===== config.mk =====
export PLATFORM = sky130hd
export DESIGN_NAME = rbwa_ctrl
export DESIGN_NICKNAME = d
export VERILOG_FILES = /design/src/rtl/rbwa_pkg.sv /design/src/rtl/rbwa_ctrl.sv
export SDC_FILE = /design/constraint.sdc
export NUM_CORES = 1
export LEC_CHECK = 0
export ABC_AREA = 1
export BUFFER_PORTS_ARGS = -buffer_cell sky130_fd_sc_hd__buf_4
export CORE_AREA = 2 2 39 41
export DETAILED_ROUTE_END_ITERATION = 12
export DIE_AREA = 0 0 41 43
export PLACE_DENSITY = 0.48
export SLEW_MARGIN = 40
export SYNTH_ARGS = -nofsm -noshare
export SYNTH_HDL_FRONTEND = slang
export SYNTH_SLANG_ARGS = --single-unit

===== constraint.sdc =====
create_clock -name i_clk -period 1.1 [get_ports i_clk]
set_input_delay 0.11 -clock i_clk [delete_from_list [all_inputs] [get_ports i_clk]]
set_output_delay 0.11 -clock i_clk [all_outputs]
set_load 0.01 [all_outputs]

===== src/rtl/rbwa_pkg.sv =====
// Shared types and constants for the ring buffer with window average.
// No dependencies; every other file in this folder but rbwa_ram imports this package.
package rbwa_pkg;

    localparam int DEF_MAX_DEPTH = 1024;
    localparam int DATA_W        = 32;
    localparam int CFG_W         = 11;
    localparam int OP_W          = 2;
    localparam int USED_W        = 10;
    localparam int AVG_W         = 40;
    localparam int FRAC_W        = 8;

    typedef enum logic [OP_W-1:0] {
        OP_PUT   = 2'd0,
        OP_PUSH  = 2'd1,
        OP_GET   = 2'd2,
        OP_CLEAR = 2'd3
    } t_op;

    typedef enum logic [1:0] {
        S_CLEAR,
        S_IDLE,
        S_EXEC,
        S_DIV
    } t_state;

    typedef struct packed {
        logic accept;
        logic clear;
        logic exec;
        logic div_load;
        logic div_step;
        logic finish;
    } t_cmd;

    typedef struct packed {
        logic clr_last;
        logic div_last;
    } t_status;

endpackage


===== src/rtl/rbwa_ctrl.sv =====
// Controller state machine: clearing sweep, operation execute, divide, result strobe.
// Depends on rbwa_pkg; drives the datapath through t_cmd and reads t_status.
module rbwa_ctrl import rbwa_pkg::*; (
    input  logic            i_clk,
    input  logic            i_rst_n,
    input  logic            i_start,
    input  logic [OP_W-1:0] i_op,
    input  logic            i_cfg_we,
    input  t_status         i_status,
    output t_cmd            o_cmd,
    output logic            o_busy
);

    t_state r_state, n_state;
    logic   r_reply, n_reply;

    always_ff @(posedge i_clk) begin
        if (!i_rst_n) begin
            r_state <= S_CLEAR;
            r_reply <= 1'b0;
        end else begin
            r_state <= n_state;
            r_reply <= n_reply;
        end
    end

    always_comb begin
        n_state = r_state;
        n_reply = r_reply;
        case (r_state)
            S_CLEAR: begin
                if (i_status.clr_last) begin
                    n_state = r_reply ? S_DIV : S_IDLE;
                end
            end
            S_IDLE: begin
                if (i_start) begin
                    if (t_op'(i_op) == OP_CLEAR) begin
                        n_state = S_CLEAR;
                        n_reply = 1'b1;
                    end else begin
                        n_state = S_EXEC;
                    end
                end
            end
            S_EXEC: begin
                n_state = S_DIV;
            end
            S_DIV: begin
                if (i_status.div_last) begin
                    n_state = S_IDLE;
                end
            end
            default: begin
                n_state = S_CLEAR;
            end
        endcase
        if (i_cfg_we) begin
            n_state = S_CLEAR;
            n_reply = 1'b0;
        end
    end

    always_comb begin
        o_cmd = '0;
        case (r_state)
            S_CLEAR: begin
                o_cmd.clear    = 1'b1;
                o_cmd.div_load = i_status.clr_last && r_reply;
            end
            S_IDLE: begin
                o_cmd.accept = i_start;
            end
            S_EXEC: begin
                o_cmd.exec     = 1'b1;
                o_cmd.div_load = 1'b1;
            end
            S_DIV: begin
                o_cmd.div_step = 1'b1;
                o_cmd.finish   = i_status.div_last;
            end
            default: begin
                o_cmd = '0;
            end
        endcase
    end

    assign o_busy = (r_state != S_IDLE);

endmodule


==> impl_results.rst, run 1 <==
.. list-table::
   :header-rows: 1

   * - Metric
     - Value
   * - Ratio of cells with drive above 1 in the final layout
     - 0.4464
   * - Remaining number of nets flagged by the antenna check after routing
     - 0
   * - Count of max-cap constraint violations
     - 0
   * - Minimum clock period
     - about 1100 ps
   * - Worst hold slack after final layout
     - between 100 and 150 ps
   * - Total number of vias
     - 263
   * - Diodes inserted
     - 0
   * - Data arrival time of the worst path
     - around 960 ps
   * - CTS tree
     - yes
   * - Class of the tightest hold or removal check
     - in -> reg
   * - Number of H-tree levels
     - 1
   * - Power Internal
     - roughly 280 µW
   * - Average vias per placed instance
     - between 3 and 4
   * - 1st-pass router iterations
     - 3
   * - CP Data Required Time
     - 990 ps
   * - YS warnings
     - 0
   * - Leading post-synthesis cells by cell area
     - dfxtp_1, nor2_1, inv_1
   * - Commonest non-fill, non-tap cells in the layout
     - buf_4, nor2_1, inv_1, nand2_1, nand3_1
   * - Fmax
     - roughly 940 MHz
   * - Largest buffer count on any clock path
     - 2
   * - Post-synthesis instance total
     - 37
   * - Endpoint kind of the worst setup timing path
     - output pin
   * - Yosys reg bits
     - 3
   * - Post-CTS clock slew at the launch and capture registers of the worst setup and hold paths
     - 40 ps
   * - Final count of pins violating max slew
     - 0
   * - Setup repair after global routing missed its margin
     - yes
   * - Routability-driven placement congestion ratio
     - roughly 0.77
   * - Result of the run
     - complete, no violations
   * - Routed wire per std cell
     - a little over 7 µm
   * - Total global routing track utilization
     - 0.06921
   * - Cell leakage power
     - ~0.00021 µW
   * - Remaining global-route overflow
     - 0
   * - Startpoint Class
     - register
   * - Worst IR Drop VDD
     - around 0.8 mV
   * - Flop pwr share
     - 0.310
   * - PortBufs
     - 14
   * - Final-report setup violation count
     - 0
   * - Layout Nets
     - 65
   * - Overall power consumption
     - 371.8 µW
   * - Clock latency on the worst-skew pair
     - ~230 ps
   * - Effective utilization at floorplan
     - 0.1420
   * - Area of the die
     - roughly 1800 µm²
   * - Width of the die
     - about 41 µm
   * - PD cells
     - ~1000 nW/µm²
   * - Maximum clock skew at final layout
     - between 0.8 and 0.9 ps
   * - Most frequent standard cell in the layout excluding fill and tap cells
     - buf_4
   * - Post-synth net total
     - 45
   * - Classification of the worst setup path
     - reg -> out
   * - Maximum number of pins on one net before global-route repair
     - 6
   * - Detailed placement HPWL
     - around 420 µm
   * - Mean cell area of the mapped netlist
     - 5.309 µm²
   * - Share of the cycle needed by the critical path after routing
     - 0.9688
   * - Switching power as a share of total power
     - 0.2397
   * - Final hold violation count
     - 0
   * - Comb power frac
     - 0.172
   * - First-iteration detailed-routing DRC count
     - 2
   * - Number of clock buffers inserted by TritonCTS
     - 3
   * - Number of placement rows
     - 14
   * - Antenna violations before repair
     - 0
   * - Post-layout util
     - 0.2640
   * - Cell family contributing the most delay on the critical path
     - flip-flops
   * - Sum of negative setup slack
     - 0 ps
   * - Syn-to-layout area delta
     - 85.99%
   * - Clock root buffer master
     - clkbuf_4
   * - Sink Count
     - 3
   * - Switching power of the nets
     - 89.10 µW
   * - Syn Std Cell Area
     - a little under 200 µm²
   * - Total core area
     - 1384 µm²
   * - Number of distinct library cells after synthesis
     - 7
   * - Total wire length after detailed routing
     - around 500 µm
   * - Setup slack of the most critical reg-to-reg path
     - ~210 ps
   * - Vertical die dimension
     - around 43 µm
   * - Post-synth top area share
     - 0.3057
   * - Critical path cell sequence
     - inv_2 > nand2_2 > nor2_2 > buf_4
   * - Largest area contributor in the netlist
     - dfxtp_1
   * - Transition time at the pin with the least slew margin
     - about 190 ps
   * - Via count of the first global-routing pass
     - between 200 and 250
   * - Total buffers and inverters traversed by the critical path
     - 2
   * - Crit path largest cell delay
     - approximately 330 ps
   * - Slowest cell on the critical path
     - dfxtp_2
   * - Count of pins on the block boundary
     - 15
   * - Wire length of the first global-routing pass
     - a little over 800 µm
   * - Maximum fanout encountered on the critical timing path
     - 5
   * - Count of unresolved DRC violations after routing
     - 0
   * - Register area share after synthesis
     - 0.3057
   * - Post-place instance area
     - between 300 and 400 µm²
   * - Cell area after layout
     - ~370 µm²
   * - Clk pwr share
     - 0.518
   * - Max-slew headroom
     - 0.8726
==> power by group through the flow <==
stage / Combinational, µW / Sequential, µW / Clock [µW]
floorplan: 26.5 / 117 / 0
global placement: 60.6 / 117 / 0
detailed placement: 60.5 / 117 / 0
CTS: 61.8 / 116 / 200
global route: 71.1 / 115 / 219
finish: 64.0 / 115 / 193
==> worst reg2reg max path, stage by stage, from the launching register on <==
cell and delay (ps):
dfxtp_2 330, inv_2 60, nand2_2 70, buf_4 130
nor2_1 100, nor2_1 50, nor2_1 80
==> what timing repair did <==
action                     in CTS  in global routing
resized for setup               3                  5
gates cloned                    0                  0
hold buffers                    0                  0
pin swaps                       0                  3
buffers inserted                0                  1
setup endpoints to repair       2                  4
==> per-layer routing <==
layer	share of wire	GRT usage
met2	0.45	0.1031
met1	0.43	0.07692
met4	0	0
met3	0.12	0.06283
met5	0	0
==> cells by family (layout without fill, tap and decap cells) <==
| group | Yosys count | after routing | synth area share |
|---|---|---|---|
| buffers and inverters | 10 | 29 | 0.1911 |
| AOI/OAI and AO/OA | 1 | 1 | 0.02545 |
| and+or+nand+nor | 23 | 23 | 0.4778 |
| DFF | 3 | 3 | 0.3057 |
==> layout make-up <==
| class | count | area [µm²] |
|---|---|---|
| clock buffers | 4 | 26.28 |
| inverters | 10 | 37.54 |
| fillers | 165 | 1018 |
| multi-input cells | 24 | 103.9 |
| well taps | 16 | 20.02 |
| repair buffers | 15 | 112.6 |
| flip-flops and latches | 3 | 65.06 |
==> flip-flops by register name, summed over array words and instances (netlist names) <==
register and cells:
r_reply 1, r_state 2
==> synthesized netlist by cell type, drive strengths merged <==
library cell	n
o21ai	1
inv	10
nand3	4
nor2	11
nand2	8
dfxtp	3
==> path summary, 6_finish.rpt <==
check	start	endpoint	cells after the start
worst max-delay path	r_state[1]	o_cmd[5]	4
worst max register to register	r_state[1]	r_state[1]	6
worst min-delay path	i_cfg_we	r_state[0]	4
worst min register to register	r_reply	r_reply	2
==> metrics by stage <==
step                cells  worst slack [ps]
finish                 72             34.33
global placement       67             199.4
detailed placement     67             187.3
global route           72            -13.91
CTS                    71             18.30
floorplan              37             219.3
Note: power is estimated with default switching activity, not from simulation.
==> run 2: changes to the inputs <==
--- a/config.mk
+++ b/config.mk
@@ -10,7 +10,7 @@
 export CORE_AREA = 2 2 39 41
 export DETAILED_ROUTE_END_ITERATION = 12
 export DIE_AREA = 0 0 41 43
-export PLACE_DENSITY = 0.48
+export PLACE_DENSITY = 0.38
 export SLEW_MARGIN = 40
 export SYNTH_ARGS = -nofsm -noshare
 export SYNTH_HDL_FRONTEND = slang
==> run 2 against run 1 <==
Net effect:
- power hardly changed
- clock skew rose by 1.6 ps
- register-to-register slack about the same
- critical endpoint is now o_cmd[2]
- largest cell class is now multi-input gates
- highest routed layer unchanged
==> impl_results.rst, run 2 (same netlist as run 1, synthesis figures left out) <==
.. list-table::
   :header-rows: 1

   * - Metric
     - Value
   * - Result of the run
     - complete, no violations
   * - Number of placed instances, taps included
     - 67 (unchanged)
   * - Average vias per placed instance
     - 3.736 (+2.3%)
   * - PD cells
     - 977.7 nW/µm² (-3.9%)
   * - Critical path cell sequence
     - inv_2 > nand2_1 > o21ai_1 > buf_4
   * - Count of unresolved DRC violations after routing
     - 0 (unchanged)
   * - CP Data Required Time
     - 990 ps (about the same)
   * - Sink Count
     - 3 (unchanged)
   * - Cell leakage power
     - 0.0002107 µW (+1.4%)
   * - Number of H-tree levels
     - 1 (unchanged)
   * - Transition time at the pin with the least slew margin
     - 177.8 ps (-12.55 ps)
   * - Crit path largest cell delay
     - 370 ps (+40 ps)
   * - Class of the tightest hold or removal check
     - in -> reg
   * - Final hold violation count
     - 0 (unchanged)
   * - CTS tree
     - yes
   * - Number of cells on the worst reg-to-reg path
     - 6 (unchanged)
   * - Effective utilization at floorplan
     - 0.1420 (unchanged)
   * - Filler cell count in the final layout
     - 162 (-1.8%)
   * - Maximum number of pins on one net before global-route repair
     - 6 (unchanged)
   * - Wire length of the first global-routing pass
     - 834 µm (+2.5%)
   * - Layout Nets
     - 65 (unchanged)
   * - Count of max-cap constraint violations
     - 0 (unchanged)
   * - Endpoint kind of the worst setup timing path
     - output pin
   * - Commonest non-fill, non-tap cells in the layout
     - buf_4, nor2_1, inv_1, nand2_1, nand3_1
   * - Final count of pins violating max slew
     - 0 (unchanged)
   * - Depth of the critical timing path with buffers and inverters included
     - 4 (unchanged)
   * - Syn-to-layout area delta
     - 93.63%
   * - Max-slew headroom
     - 0.8810 (+0.008400)
   * - Final-report setup violation count
     - 0 (unchanged)
   * - CTS hold repair buffers
     - 0 (unchanged)
   * - Post-CTS clock slew at the launch and capture registers of the worst setup and hold paths
     - 40 ps (about the same)
   * - Remaining global-route overflow
     - 0 (unchanged)
   * - Classification of the worst setup path
     - reg -> out
   * - Width of the die
     - 41 µm (unchanged)
   * - Slowest cell on the critical path
     - dfxtp_4
   * - Depth of the worst hold-timing path
     - 4 (unchanged)
   * - Largest buffer count on any clock path
     - 2 (unchanged)
   * - Routed wire per std cell
     - 7.111 µm (+0.79%)
   * - Diodes inserted
     - 0 (unchanged)
   * - Overall power consumption
     - 371.9 µW (about the same)
   * - Detailed placement HPWL
     - 428.5 µm (+1.1%)
   * - Worst hold slack after final layout
     - 135.1 ps (-3.189 ps)
   * - Data arrival time of the worst path
     - 940 ps (-20 ps)
   * - Clock latency on the worst-skew pair
     - 230 ps (about the same)
   * - Total buffers and inverters traversed by the critical path
     - 2 (unchanged)
   * - PortBufs
     - 14 (unchanged)
   * - Area of the die
     - 1763 µm² (unchanged)
   * - Startpoint Class
     - register
   * - Share of the cycle needed by the critical path after routing
     - 0.9551 (-0.01369)
   * - Vertical die dimension
     - 43 µm (unchanged)
   * - Antenna violations before repair
     - 0 (unchanged)
   * - Total core area
     - 1384 µm² (unchanged)
   * - Worst IR Drop VDD
     - 0.4941 mV (-37%)
   * - Total global routing track utilization
     - 0.07322 (+0.004012)
   * - Setup repair after global routing missed its margin
     - yes
   * - Via count of the first global-routing pass
     - 221 (-3.9%)
   * - Clock root buffer master
     - clkbuf_4
   * - Final Instance Count excl. Fillers
     - 72 (unchanged)
   * - Routability-driven placement congestion ratio
     - 0.6902 (-11%)
   * - Cell family contributing the most delay on the critical path
     - flip-flops
   * - Number of placement rows
     - 14 (unchanged)
   * - Post-layout util
     - 0.2749 (+0.01085)
   * - Total wire length after detailed routing
     - 512 µm (+0.79%)
   * - Maximum clock skew at final layout
     - 2.452 ps (+1.604 ps)
   * - Ratio of cells with drive above 1 in the final layout
     - 0.4464 (unchanged)
   * - First-iteration detailed-routing DRC count
     - 4 (+2)
   * - Most frequent standard cell in the layout excluding fill and tap cells
     - buf_4
   * - Number of clock buffers inserted by TritonCTS
     - 3 (unchanged)
   * - Total number of vias
     - 269 (+2.3%)
   * - Count of pins on the block boundary
     - 15 (unchanged)
   * - Fmax
     - 951.8 MHz (+1.4%)
   * - Register with the highest flop count
     - r_state
   * - Sum of negative setup slack
     - 0 ps (unchanged)
   * - Flip-flop count of the largest register after layout
     - 2 (unchanged)
   * - Minimum clock period
     - 1051 ps (-15.06 ps)
   * - Largest registers in the final layout
     - r_state (2), r_reply (1)
   * - 1st-pass router iterations
     - 4 (+1)
   * - Maximum fanout encountered on the critical timing path
     - 5 (unchanged)
   * - Remaining number of nets flagged by the antenna check after routing
     - 0 (unchanged)
run 2: cell counts in the layout (fill, tap and decap cells not counted):
No cell type changed its count.
run 2: per-stage QoR:
stage,cell area [µm²],setup slack [ps]
finish,380.4,49.39
global route,380.4,-28.29
CTS,351.6,2.589
detailed placement,321.6,205.1
global placement,321.6,205.6
floorplan,196.4,219.3
run 2: metal layers:
metal  vias up  global-route usage  share of wire
li1        146                   -              -
met3         0             0.06283           0.10
met1       112             0.08974           0.44
met5         -                   0              0
met4         0             0.02000              0
met2        11             0.09375           0.46
run 2: what timing repair did:
| action | CTS | global route |
|---|---|---|
| pin swaps | 0 | 3 |
| setup endpoints to repair | 3 | 3 |
| gates resized for setup | 2 | 10 |
| cloned | 0 | 0 |
| setup buffers | 0 | 1 |
run 2: worst paths after layout:
check	start	endpoint	slack (ps)
max	r_state[0]	o_cmd[2]	50
min	i_cfg_we	r_reply	140
max reg2reg	r_state[1]	r_state[1]	220
min reg2reg	r_reply	r_reply	490
run 2: worst reg2reg max path: cells and delay by family, from the launching register on:
family	cells	cell delay, ps
buffers and inverters	2	190
DFF	1	350
and+or+nand+nor	4	280
run 2: cell type report:
| type | count | area (µm²) | share of cell area |
|---|---|---|---|
| inverters | 10 | 40.04 | 0.1053 |
| repair buffers | 15 | 112.6 | 0.2961 |
| multi-input cells | 24 | 113.9 | 0.2993 |
| flip-flops and latches | 3 | 67.56 | 0.1776 |
| well taps | 16 | 20.02 | 0.05263 |
| clock buffers | 4 | 26.28 | 0.06908 |
run 2: report_power, final:
group	total (µW)	switching [µW]	internal (µW)
Combinational	66.8	30.2	36.7
Sequential	114	4.71	109
Clock	191	55.3	136
Total	372	90.2	282
